### src/rtl/core/fpc_pkg.sv
// shared constants and types of the filtered pi controller
package fpc_pkg;

    localparam int DATA_W      = 48;
    localparam int DT_W        = 47;
    localparam int MUL_W       = 49;
    localparam int SUM_W       = 64;
    localparam int CFG_ADDR_W  = 3;
    localparam int FRAC_BITS_DEF   = 32;
    localparam int COUNT_WIDTH_DEF = 32;

    // register indexes
    localparam logic [CFG_ADDR_W-1:0] REG_PROP_GAIN  = 3'd0;
    localparam logic [CFG_ADDR_W-1:0] REG_INT_GAIN   = 3'd1;
    localparam logic [CFG_ADDR_W-1:0] REG_WINDUP     = 3'd2;
    localparam logic [CFG_ADDR_W-1:0] REG_UPPER      = 3'd3;
    localparam logic [CFG_ADDR_W-1:0] REG_LOWER      = 3'd4;
    localparam logic [CFG_ADDR_W-1:0] REG_FILT_NORM  = 3'd5;
    localparam logic [CFG_ADDR_W-1:0] REG_FILT_COEF2 = 3'd6;
    localparam logic [CFG_ADDR_W-1:0] REG_FILT_COEF1 = 3'd7;

    // register reset values
    localparam logic signed [DATA_W-1:0] RST_PROP_GAIN  = 48'sd4294967296;
    localparam logic signed [DATA_W-1:0] RST_INT_GAIN   = 48'sd0;
    localparam logic [DT_W-1:0]          RST_WINDUP     = 47'd4294967296000;
    localparam logic signed [DATA_W-1:0] RST_UPPER      = 48'sd4294967296000;
    localparam logic signed [DATA_W-1:0] RST_LOWER      = -48'sd4294967296000;
    localparam logic signed [DATA_W-1:0] RST_FILT_NORM  = 48'sd1258047461;
    localparam logic signed [DATA_W-1:0] RST_FILT_COEF2 = 48'sd2516850835;
    localparam logic signed [DATA_W-1:0] RST_FILT_COEF1 = 48'sd0;

    // request to the shared multiplier
    typedef struct packed {
        logic start;
        logic wide;   // saturate to 49 bits instead of 48
    } mul_req_t;

endpackage

### src/rtl/core/fpc_div.sv
// restoring divider for the running mean, one quotient bit a cycle
module fpc_div #(
    parameter int COUNT_WIDTH = fpc_pkg::COUNT_WIDTH_DEF
) (
    input  logic                                clk,
    input  logic                                rst_n,
    input  logic                                start,
    input  logic signed [fpc_pkg::SUM_W-1:0]    num,
    input  logic [COUNT_WIDTH-1:0]              den,
    output logic                                done,
    output logic signed [fpc_pkg::DATA_W-1:0]   result
);
    import fpc_pkg::*;

    localparam logic [SUM_W-1:0] MAG_MAX = 64'h0000_7FFF_FFFF_FFFF;

    logic [SUM_W-1:0]        q_reg;
    logic [COUNT_WIDTH:0]    rem_reg;
    logic [COUNT_WIDTH-1:0]  den_reg;
    logic                    neg_reg, busy_reg, done_reg;
    logic [6:0]              cnt_reg;
    logic signed [DATA_W-1:0] result_reg;

    logic [COUNT_WIDTH:0]    trial;
    logic                    fits;

    assign trial = {rem_reg[COUNT_WIDTH-1:0], q_reg[SUM_W-1]};
    assign fits  = trial >= {1'b0, den_reg};

    always_ff @(posedge clk or negedge rst_n)
    begin
        if (!rst_n)
        begin
            busy_reg <= 1'b0;
            done_reg <= 1'b0;
            cnt_reg  <= '0;
        end
        else
        begin
            done_reg <= 1'b0;
            if (start)
            begin
                busy_reg <= 1'b1;
                cnt_reg  <= '0;
            end
            else if (busy_reg)
            begin
                cnt_reg <= cnt_reg + 7'd1;
                if (cnt_reg == 7'(SUM_W))
                begin
                    busy_reg <= 1'b0;
                    done_reg <= 1'b1;
                end
            end
        end
    end

    always_ff @(posedge clk)
    begin
        if (start)
        begin
            q_reg   <= num[SUM_W-1] ? -num : num;
            neg_reg <= num[SUM_W-1];
            den_reg <= den;
            rem_reg <= '0;
        end
        else if (busy_reg)
        begin
            if (cnt_reg < 7'(SUM_W))
            begin
                rem_reg <= fits ? trial - {1'b0, den_reg} : trial;
                q_reg   <= {q_reg[SUM_W-2:0], fits};
            end
            else
            begin
                // sign and saturate to 48 bits
                if (!neg_reg && q_reg > MAG_MAX)
                    result_reg <= MAG_MAX[DATA_W-1:0];
                else if (neg_reg && q_reg > MAG_MAX + 64'd1)
                    result_reg <= -MAG_MAX[DATA_W-1:0] - 48'd1;
                else if (neg_reg)
                    result_reg <= -q_reg[DATA_W-1:0];
                else
                    result_reg <= q_reg[DATA_W-1:0];
            end
        end
    end

    assign done   = done_reg;
    assign result = result_reg;

endmodule

### config.mk
export PLATFORM = sky130hd
export DESIGN_NAME = fpc_div
export DESIGN_NICKNAME = d
export VERILOG_FILES = /design/src/rtl/core/fpc_pkg.sv /design/src/rtl/core/fpc_div.sv
export SDC_FILE = /design/constraint.sdc
export NUM_CORES = 1
export LEC_CHECK = 0
export BUFFER_PORTS_ARGS = -buffer_cell sky130_fd_sc_hd__buf_2
export CAP_MARGIN = 20
export CORE_AREA = 3 3 164 166
export CTS_CLUSTER_DIAMETER = 100
export CTS_CLUSTER_SIZE = 25
export DETAILED_ROUTE_END_ITERATION = 8
export DIE_AREA = 0 0 167 169
export PLACE_DENSITY = 0.66
export SLEW_MARGIN = 20
export SYNTH_ARGS = -nofsm -noshare
export SYNTH_HDL_FRONTEND = slang
export SYNTH_SLANG_ARGS = --single-unit
### constraint.sdc
create_clock -name clk -period 4.6 [get_ports clk]
set_clock_uncertainty 0.2 [all_clocks]
set_input_delay 0.46 -clock clk [delete_from_list [all_inputs] [get_ports clk]]
set_output_delay 0.46 -clock clk [all_outputs]
set_load 0.005 [all_outputs]
==> reports/summary.log <==
[pwr] fraction of power consumed by sequential logic 0.498
[clock_tree] Sink Count 186
[layout] area taken by multi-input logic gates 5826 um2
[sta] share of the clock period used by the worst path 0.8240
[critical_path] cell with the biggest individual delay on the critical path sky130_fd_sc_hd__o311ai_1
[yosys] number of distinct library cell variants in the gate-level netlist after synthesis 69
[pwr] power share of the clock group 0.379
[critical_path] number of cells on the critical path 8
[floorplan] number of primary I/O pins 148
[layout] sequential cell area in the final layout 5220 um2
[yosys] Synth async-reset ratio 0.04839
[sta] maximum operating frequency 0.2638 GHz
[critical_path] chain of cells forming the critical path or3_1 > or4_1 > or4_1 > or2_1 > o41ai_2 > and2b_2 > nand2_4 > o311ai_1
[critical_path] Critical path destination result[8]
[detailed_routing] final wirelength 30110 um
[sta] Fin. Hold Viols 0
[layout] flip-flop count of the largest register, all copies and words added 64
[clock_tree] root buffer cell sky130_fd_sc_hd__clkbuf_16
[floorplan] die area 28220 um2
[sta] setup repair after global routing missed its margin false
[yosys] flops & latches, synth 186
[pwr] Pwr Total 4.147 mW
[sta] minimum clock period 3.790 ns
[critical_path] cell repeated most along the worst path sky130_fd_sc_hd__or4_1
[critical_path] cell count of the worst reg-to-reg path 8
[detailed_routing] Detailed Route Iter0 Violations 1024
[critical_path] launch point of the worst reg-to-reg path q_reg[33]
[detailed_routing] first-pass iteration count of the detailed router 6
[clock_tree] Clk Latency, worst-skew pair 0.44 ns
[floorplan] initial core utilization 0.4466
[placed_design] placer's final routability congestion estimate 0.8969
[clock_tree] clock edge transition at the registers on the reported setup and hold paths 0.07 ns
[sta] Worst Max-Slew Pin Slew 1.067 ns
[detailed_routing] DRC violations left 0
[clock_tree] TritonCTS Buffers 17
[floorplan] height of the chip 169 um
[yosys] post-synthesis instance total 1221
[layout] leading cell types in the layout, fill and taps excluded 146 x sky130_fd_sc_hd__buf_2, 145 x sky130_fd_sc_hd__edfxtp_1, 123 x sky130_fd_sc_hd__nor2_1
[clock_tree] CTS tree built
[global_routing] initial antenna violation count 0
[critical_path] cell class contributing the biggest share of worst-path delay simple AND/OR/NAND/NOR gates
[clock_tree] CTS HTree Levels 4
[clock_tree] number of gates resized after CTS 0
[min_path] cell depth of the worst hold path 1
[yosys] cell area after synthesis 11510 um2
[critical_path] Critical Path Fanout Max 28
[yosys] Avg Synthesized Cell Area 9.423 um2
[placed_design] total of buffers placed on input and output ports 147
[yosys] most common flop cell mapped by yosys sky130_fd_sc_hd__edfxtp_1
[layout] number of nets in the layout 1500
[pwr] total power density per cell area 307.8 nW/um2
[sta] Final setup violation count 0
[pwr] leakage dissipation 5.351 nW
[placed_design] HPWL after detailed placement 21630 um
[critical_path] Crit Path Class flop to flop
[critical_path] launching element of the worst setup path q_reg[33]
[global_routing] maximum number of pins on one net before global-route repair 168
[critical_path] reg-to-reg slack, setup 0.81 ns
[layout] share of final-layout standard cells stronger than drive strength 1 0.1612
[layout] ANT cells 0
[pwr] switching power total 1.081 mW
[yosys] Post-synth EDFFs 145
[global_routing] overall fraction of global-route tracks in use 0.2125
[min_path] Hold/Removal Path Class input pin to flop
[yosys] Synth warnings 0
[run_status] run status finished, final reports clean
[global_routing] first-pass GRT wire length 49130 um
[floorplan] Die X 167 um
[floorplan] number of standard-cell rows in the floorplan 59
[detailed_routing] Antenna Violating Nets Remaining 0
[layout] area overhead of the layout relative to synthesis 17.08%
[yosys] share of Yosys cell area claimed by the top area cell type 0.3784
[global_routing] number of global-route vias before repair 9111
[yosys] total nets after synthesis 1357
[sta] final setup TNS 0 ns
[critical_path] type of element capturing the critical path flop
[critical_path] category of the worst setup path launch point flop
[job] maximum capacitance violations 0
[sta] max-slew violation count 0
[clock_tree] maximum clock insertion buffer count 2
[pwr] combinational share of power 0.124
[critical_path] required time worst endpoint 4.57 ns
[detailed_routing] detailed-route vias per instance 5.734
[critical_path] critical path's largest stage delay 0.51 ns
[layout] most common cell after layout, fill and taps aside sky130_fd_sc_hd__buf_2
[sta] worst slew slack as a fraction of its limit 0.2885
[yosys] fraction of the yosys area taken by sequential cells 0.4537
[yosys] Synth area leader sky130_fd_sc_hd__edfxtp_1
[pwr] cell-internal power 3.066 mW
[floorplan] core area 25760 um2
[yosys] biggest area contributors in the synthesized netlist sky130_fd_sc_hd__edfxtp_1 38%, sky130_fd_sc_hd__dfxtp_1 5.6%, sky130_fd_sc_hd__xor2_1 5.3%, sky130_fd_sc_hd__a21oi_1 4.8%, sky130_fd_sc_hd__nor2_1 4.0%
[critical_path] data arrival time of the critical path 3.76 ns
[layout] number of fill cells in the layout 2350
[pwr] Net Sw Frac 0.2606
[detailed_routing] average wire per cell in the routed design 17.59 um
[detailed_routing] via count 9817
[critical_path] endpoint of the lowest-slack register-to-register path result[8]
[global_routing] grt ovf 0
[pwr] worst voltage drop across the vdd grid 0.0002476 V
[critical_path] Critical path buffers and inverters 0
-- worst reg2reg max path: cells and delay by family, from the launching register on --
family           cells  cell delay, ns
AND/OR/NAND/NOR      6            2.00
AO/OA/AOI/OAI        2            0.84
flip-flops           1            0.50
-- worst min-delay path by stage --
stage / slack, ns / start / to
floorplan: -0.04 / rst_n / busy_reg
global placement: 0.13 / rst_n / done
detailed placement: 0.14 / rst_n / done
CTS: 0.0002 / den[1] / den_reg[1]
global route: 0.004 / den[16] / den_reg[16]
finish: 0.03 / den[16] / den_reg[16]
-- stage by stage --
stage	util	instances	setup slack (ns)	instance area, um2	hold slack, ns
finish	0.5229	1712	0.8095	13470	0.02786
global route	0.5229	1712	0.6102	13470	0.003678
CTS	0.5225	1711	0.8679	13460	0.0001897
detailed placement	0.4867	1649	0.7700	12540	0.1381
global placement	0.4867	1649	0.8013	12540	0.1327
floorplan	-	1221	1.181	11510	-0.03559
-- timing repair --
action | 4_1_cts | 5_1_grt
hold buffers | 30 | 1
hold endpoints to repair | 38 | 1
endpoints found under the setup margin | 0 | 0
setup buffers | 0 | 0
-- cell type report --
class | instances | area share
clock buffer | 18 | 0.03186
multi-input combinational | 911 | 0.4324
inverter | 57 | 0.01588
tap | 335 | 0.03111
sequential | 186 | 0.3875
clock inverter | 14 | 0.01430
timing repair buffer | 191 | 0.08693
-- power groups by stage --
stage	clock network (mW)	registers [mW]	logic (mW)
global placement	0	2.09	0.481
floorplan	0	2.04	0.332
detailed placement	0	2.09	0.487
global route	1.67	2.08	0.578
finish	1.57	2.06	0.513
CTS	1.60	2.06	0.509
-- logic make-up after synthesis --
kind of cell / Yosys count / share of synthesized area
adder cells (fa/ha/maj): 37 / 0.04089
flip-flops: 186 / 0.4537
multiplexers: 23 / 0.02001
AO/OA/AOI/OAI: 346 / 0.1917
AND/OR/NAND/NOR: 411 / 0.1802
XOR/XNOR: 94 / 0.07155
buffers and inverters: 124 / 0.04197
-- per-layer routing --
| metal | track usage | share of wire | vias up |
|---|---|---|---|
| li1 | - | - | 4822 |
| met1 | 0.3383 | 0.49 | 4616 |
| met2 | 0.3001 | 0.41 | 354 |
| met3 | 0.04017 | 0.080 | 25 |
| met4 | 0.04161 | 0.010 | 0 |
| met5 | 0 | 0 | - |
-- Yosys cell counts (all sizes together), types with 27 or more instances --
master	number
inv	57
edfxtp	145
nand2	95
dfxtp	32
clkbuf	56
ha	36
nor4	28
o311ai	27
xor2	69
a21oi	111
nor2	124
nor3	33
o21ai	92
Note: power is estimated with default switching activity, not from simulation.
