===== src/rtl/core/fpc_pkg.sv =====
// shared constants and types of the filtered pi controller
package fpc_pkg;

    localparam int DATA_W      = 48;
    localparam int DT_W        = 47;
    localparam int MUL_W       = 49;
    localparam int SUM_W       = 64;
    localparam int CFG_ADDR_W  = 3;
    localparam int FRAC_BITS_DEF   = 32;
    localparam int COUNT_WIDTH_DEF = 32;

    // register indexes
    localparam logic [CFG_ADDR_W-1:0] REG_PROP_GAIN  = 3'd0;
    localparam logic [CFG_ADDR_W-1:0] REG_INT_GAIN   = 3'd1;
    localparam logic [CFG_ADDR_W-1:0] REG_WINDUP     = 3'd2;
    localparam logic [CFG_ADDR_W-1:0] REG_UPPER      = 3'd3;
    localparam logic [CFG_ADDR_W-1:0] REG_LOWER      = 3'd4;
    localparam logic [CFG_ADDR_W-1:0] REG_FILT_NORM  = 3'd5;
    localparam logic [CFG_ADDR_W-1:0] REG_FILT_COEF2 = 3'd6;
    localparam logic [CFG_ADDR_W-1:0] REG_FILT_COEF1 = 3'd7;

    // register reset values
    localparam logic signed [DATA_W-1:0] RST_PROP_GAIN  = 48'sd4294967296;
    localparam logic signed [DATA_W-1:0] RST_INT_GAIN   = 48'sd0;
    localparam logic [DT_W-1:0]          RST_WINDUP     = 47'd4294967296000;
    localparam logic signed [DATA_W-1:0] RST_UPPER      = 48'sd4294967296000;
    localparam logic signed [DATA_W-1:0] RST_LOWER      = -48'sd4294967296000;
    localparam logic signed [DATA_W-1:0] RST_FILT_NORM  = 48'sd1258047461;
    localparam logic signed [DATA_W-1:0] RST_FILT_COEF2 = 48'sd2516850835;
    localparam logic signed [DATA_W-1:0] RST_FILT_COEF1 = 48'sd0;

    // request to the shared multiplier
    typedef struct packed {
        logic start;
        logic wide;   // saturate to 49 bits instead of 48
    } mul_req_t;

endpackage


===== src/rtl/core/fpc_mul.sv =====
// shared fixed point multiplier, 24x24 partial products, floor shift and saturate
module fpc_mul #(
    parameter int FRAC_BITS = fpc_pkg::FRAC_BITS_DEF
) (
    input  logic                                  clk,
    input  logic                                  rst_n,
    input  fpc_pkg::mul_req_t                     req,
    input  logic signed [fpc_pkg::DATA_W-1:0]     a,
    input  logic signed [fpc_pkg::DATA_W-1:0]     b,
    output logic                                  done,
    output logic signed [fpc_pkg::MUL_W-1:0]      result
);
    import fpc_pkg::*;

    localparam int HALF_W = DATA_W / 2;
    localparam int PROD_W = 2 * DATA_W;
    localparam logic signed [PROD_W-1:0] HI48 = (96'sd1 <<< 47) - 96'sd1;
    localparam logic signed [PROD_W-1:0] HI49 = (96'sd1 <<< 48) - 96'sd1;

    logic signed [DATA_W-1:0] a_reg, b_reg;
    logic [DATA_W-1:0]        ma_reg, mb_reg;
    logic                     neg_reg, wide_reg, busy_reg, done_reg;
    logic [PROD_W-1:0]        acc_reg;
    logic [2:0]               step_reg;
    logic signed [MUL_W-1:0]  result_reg;

    logic [HALF_W-1:0]        x, y;
    logic [DATA_W-1:0]        pp;
    logic [PROD_W-1:0]        pp_shift;
    logic signed [PROD_W-1:0] shifted, hi, lo;

    always_comb
    begin
        x = ma_reg[HALF_W-1:0];
        y = mb_reg[HALF_W-1:0];
        pp_shift = '0;
        case (step_reg)
            3'd1:
            begin
                x = ma_reg[HALF_W-1:0];
                y = mb_reg[HALF_W-1:0];
            end
            3'd2:
            begin
                x = ma_reg[DATA_W-1:HALF_W];
                y = mb_reg[HALF_W-1:0];
            end
            3'd3:
            begin
                x = ma_reg[HALF_W-1:0];
                y = mb_reg[DATA_W-1:HALF_W];
            end
            3'd4:
            begin
                x = ma_reg[DATA_W-1:HALF_W];
                y = mb_reg[DATA_W-1:HALF_W];
            end
            default:
            begin
                x = ma_reg[HALF_W-1:0];
                y = mb_reg[HALF_W-1:0];
            end
        endcase
        pp = x * y;
        case (step_reg)
            3'd2, 3'd3: pp_shift = {{DATA_W{1'b0}}, pp} << HALF_W;
            3'd4:       pp_shift = {{DATA_W{1'b0}}, pp} << DATA_W;
            default:    pp_shift = {{DATA_W{1'b0}}, pp};
        endcase
        shifted = $signed(acc_reg) >>> FRAC_BITS;
        hi = wide_reg ? HI49 : HI48;
        lo = -hi - 96'sd1;
    end

    always_ff @(posedge clk or negedge rst_n)
    begin
        if (!rst_n)
        begin
            busy_reg <= 1'b0;
            done_reg <= 1'b0;
            step_reg <= '0;
        end
        else
        begin
            done_reg <= 1'b0;
            if (req.start)
            begin
                busy_reg <= 1'b1;
                step_reg <= '0;
            end
            else if (busy_reg)
            begin
                step_reg <= step_reg + 3'd1;
                if (step_reg == 3'd6)
                begin
                    busy_reg <= 1'b0;
                    done_reg <= 1'b1;
                end
            end
        end
    end

    always_ff @(posedge clk)
    begin
        if (req.start)
        begin
            a_reg    <= a;
            b_reg    <= b;
            wide_reg <= req.wide;
        end
        else if (busy_reg)
        begin
            case (step_reg)
                3'd0:
                begin
                    ma_reg  <= a_reg[DATA_W-1] ? DATA_W'(-a_reg) : DATA_W'(a_reg);
                    mb_reg  <= b_reg[DATA_W-1] ? DATA_W'(-b_reg) : DATA_W'(b_reg);
                    neg_reg <= a_reg[DATA_W-1] ^ b_reg[DATA_W-1];
                    acc_reg <= '0;
                end
                3'd1, 3'd2, 3'd3, 3'd4: acc_reg <= acc_reg + pp_shift;
                3'd5: if (neg_reg) acc_reg <= -acc_reg;
                3'd6:
                begin
                    if (shifted > hi)
                        result_reg <= hi[MUL_W-1:0];
                    else if (shifted < lo)
                        result_reg <= lo[MUL_W-1:0];
                    else
                        result_reg <= shifted[MUL_W-1:0];
                end
                default: acc_reg <= acc_reg;
            endcase
        end
    end

    assign done   = done_reg;
    assign result = result_reg;

endmodule


===== config.mk =====
export PLATFORM = sky130hd
export DESIGN_NAME = fpc_mul
export DESIGN_NICKNAME = d
export VERILOG_FILES = /design/src/rtl/core/fpc_pkg.sv /design/src/rtl/core/fpc_mul.sv
export SDC_FILE = /design/constraint.sdc
export NUM_CORES = 2
export LEC_CHECK = 0
export BUFFER_PORTS_ARGS = -buffer_cell sky130_fd_sc_hd__buf_4
export CAP_MARGIN = 20
export CORE_ASPECT_RATIO = 0.6
export CORE_MARGIN = 2
export CORE_UTILIZATION = 53
export DETAILED_ROUTE_END_ITERATION = 10
export PLACE_DENSITY_LB_ADDON = 0.15
export SLEW_MARGIN = 20
export SYNTH_ARGS = -nofsm -noshare
export SYNTH_HDL_FRONTEND = slang
export SYNTH_SLANG_ARGS = --single-unit

===== constraint.sdc =====
create_clock -name clk -period 15.2 [get_ports clk]
set_clock_uncertainty 0.1 [all_clocks]
set_input_delay 0.76 -clock clk [delete_from_list [all_inputs] [get_ports clk]]
set_output_delay 0.76 -clock clk [all_outputs]
set_load 0.02 [all_outputs]

==> impl.org <==
** Worst setup path
- For the worst setup path, the data required time is 15.52 ns.
- Broken down by cell family, the worst path's largest delay share belongs to adder cells.
- Longest individual stage delay on the worst path :: 0.81 ns
- Critical Path Source Type :: flip-flop
- Max Fanout on Critical Path :: 25
- Critical Path Most Common Cell :: sky130_fd_sc_hd__fa_1
- Cell with the biggest individual delay on the critical path :: sky130_fd_sc_hd__a2111oi_0
- Crit. End Element :: flip-flop
- For the worst setup path, the data arrival time is 14.63 ns.
- Together, buffers and inverters on the worst path number 7.
- Critical setup path kind :: reg -> reg

** Synthesis
- Counting flops with a built-in enable in the synthesized netlist gives 339.
- For this run, the register share of the synthesized area comes to 0.2509.
- After synthesis, the cell types taking the most area are sky130_fd_sc_hd__edfxtp_1 (25%), sky130_fd_sc_hd__fa_1 (24%), sky130_fd_sc_hd__ha_1 (8.5%), sky130_fd_sc_hd__inv_1 (5.5%), sky130_fd_sc_hd__nand2_1 (5.1%).
- Counting every instance in the synthesized netlist gives 4434.
- Summed over all instances, the cell type with the most area after synthesis is sky130_fd_sc_hd__edfxtp_1.
- Counting every net in the synthesized netlist gives 5296.
- Post-synthesis instance area :: 41080 um^2
- The Yosys step of the flow raised 0 warnings.
- Synthesis-stage register bit count :: 344
- The netlist uses 75 different library cells.
- Async SR Flop Fraction :: 0.01453
- Share of the synthesized area in the top cell type :: 0.2478
- Among all flip-flop cells after synthesis, the most frequent one is sky130_fd_sc_hd__edfxtp_1.
- Average cell area after synthesis :: 9.264 um^2
- Among all cell types in the netlist, the one instantiated most often is sky130_fd_sc_hd__inv_1.
- Counting instances in the post-synthesis netlist gives the leading cell types as sky130_fd_sc_hd__inv_1 (602), sky130_fd_sc_hd__nand2_1 (562), sky130_fd_sc_hd__fa_1 (483).

** Route
- Detailed routing inserted a total of 33848 vias.
- Final routed DRC violation total :: 0
- Final routed wire length divided by cell count :: 24.30 um
- The detail route stage leaves a number of antenna-violating nets equal to 0.
- For this run, the detailed router's first-pass iteration total came to 8.
- After the first detailed-routing iteration, the DRC count stood at 4131.
- Number of vias per cell :: 6.094
- For this block, the routed nets add up to 135000 um of wire.

** Timing
- In the final timing run, aggregate negative setup slack is 0 ns.
- The final count of hold timing violations was 0.
- The number of max-slew violations in the final report is 0.
- Counting I/O delays and the setup requirement, the final critical path takes 14.31 ns.
- Setup repair after global routing left no endpoint under its margin.
- Setup-violating endpoint count in the final report :: 0
- Of the available clock period, the critical path in the final layout requires 0.9413.
- Transition time at the pin with the least slew margin :: 1.186 ns
- Based on the critical path, the design can be clocked at up to 0.06989 GHz.
- The worst pin sits at a relative slew slack of 0.2093.

** Status
- Status :: finished, final reports clean

** CTS
- CTS HTree Levels :: 2
- Clock Path Buffers :: 3
- Clock input transition at the sequential cells of the worst setup and hold paths :: 0.06 ns
- Clock Sink Count :: 344
- Post-CTS repair changed the size of 0 cells.
- TritonCTS built the clock tree.
- The later pin in the worst-skew pair is clocked with a latency of 0.62 ns.
- Root Buffer :: sky130_fd_sc_hd__clkbuf_16
- TritonCTS created 38 clock buffers.

** Placement
- Final weighted congestion in routability-driven placement :: 1.046
- Count of port buffers added during placement :: 149
- Placed cell areas :: 43530 um^2
- DPL Wire Length :: 107700 um

** GRT
- The first global-routing pass estimated 203600 um of wire.
- The initial antenna violation count was 1.
- Tot GR Track Use :: 0.3416
- The number of global-route vias before repair was 32099.
- Summed over all layers, the global routing overflow is 0.
- Largest net degree at the start of global routing :: 86

** Die
- Count of pins on the block boundary :: 150
- The initial utilization of the core area, before any placement, comes to 0.5328.
- # rows :: 79
- Core Region :: 77100 um^2
- Chip width :: 363.4 um
- Full die area :: 79820 um^2
- The floorplan step set the die height to 219.6 um.

** Layout
- From synthesis to final layout, the design area changed by 9.135%.
- Registers take 10300 um^2.
- At the end of the flow, the number of nets in the layout was 5375.
- The register with the most flip-flops in the layout has 96 of them.
- In the final layout, the multi-input gates occupy 27840 um^2.
- After routing the design area is 44830 um^2.
- Filler cell count in the final layout :: 6844
- Layout cells sized above 1 :: 0.08985

** Flow run
- Number of max-capacitance violations reported :: 0

** Min path
- The tightest min-delay check is of the in -> reg type.
[cell families (layout without fill, tap and decap cells)]
group,count (synthesis),count (layout),synth area share
AOI/OAI and AO/OA,736,736,0.1154
xor gates and xnor gates,311,311,0.06649
adders and majority gates,762,762,0.3204
buffers and inverters,813,920,0.07457
DFF,344,344,0.2509
muxes,91,91,0.02355
other,0,1,0
and+or+nand+nor,1377,1377,0.1488
[layout make-up]
cell class	instances	share of cell area
diodes	1	0.00005582
clock buffers	46	0.02188
clock inverters	22	0.006615
inverters	602	0.05041
multi-input cells	3277	0.6209
flip-flops and latches	344	0.2299
well taps	1012	0.02825
repair buffers	250	0.04201
[metrics by stage]
step	util	hold slack, ns	worst slack [ns]	std cells
3_3_place_gp	0.5646	0.4099	1.729	5484
3_5_place_dp	0.5646	0.4002	1.437	5484
5_1_grt	0.5814	0.2041	0.5155	5553
6_report	0.5815	0.2189	0.8921	5554
2_1_floorplan	-	0.3513	3.086	4434
4_1_cts	0.5813	0.2022	1.388	5553
[layout by cell type, fill, tap and decap left out, drive strengths merged, types with 36 or more instances in the layout]
| cell | count |
|---|---|
| xnor2 | 189 |
| o21ai | 152 |
| or3 | 50 |
| a21oi | 162 |
| nor3 | 50 |
| nor2 | 426 |
| a21o | 93 |
| buf | 249 |
| inv | 606 |
| edfxtp | 339 |
| fa | 483 |
| ha | 279 |
| mux2i | 46 |
| o22ai | 117 |
| nand2 | 562 |
| mux2 | 45 |
| nand4 | 62 |
| nand3 | 41 |
| and2 | 36 |
| clkbuf | 46 |
| xor2 | 122 |
| o31ai | 39 |
[path summary, 6_finish.rpt]
check	startpoint	end	slack, ns	cells after the start
worst max-delay path	step_reg[0]	acc_reg[83]	0.89	38
worst min-delay path	b[6]	b_reg[6]	0.22	1
worst max register to register	step_reg[0]	acc_reg[83]	0.89	38
worst min register to register	b_reg[0]	mb_reg[0]	0.41	0
max in group asynchronous	rst_n	step_reg[1]	14.44	2
min in group asynchronous	rst_n	done	0.41	2
[per-layer routing]
metal / part of all wire / track usage
met1: 0.46 / 0.5370
met2: 0.37 / 0.4253
met3: 0.16 / 0.1508
met4: 0.016 / 0.05657
met5: 0 / 0
[repair_timing]
action	in CTS	in global routing
buffers inserted	0	0
endpoints found under the hold margin	5	0
hold buffers	1	0
setup endpoints to repair	0	0
Power is left out: the tool's default activity adds up to more than one toggle a clock period on the data nets, which glitch-free logic cannot reach.
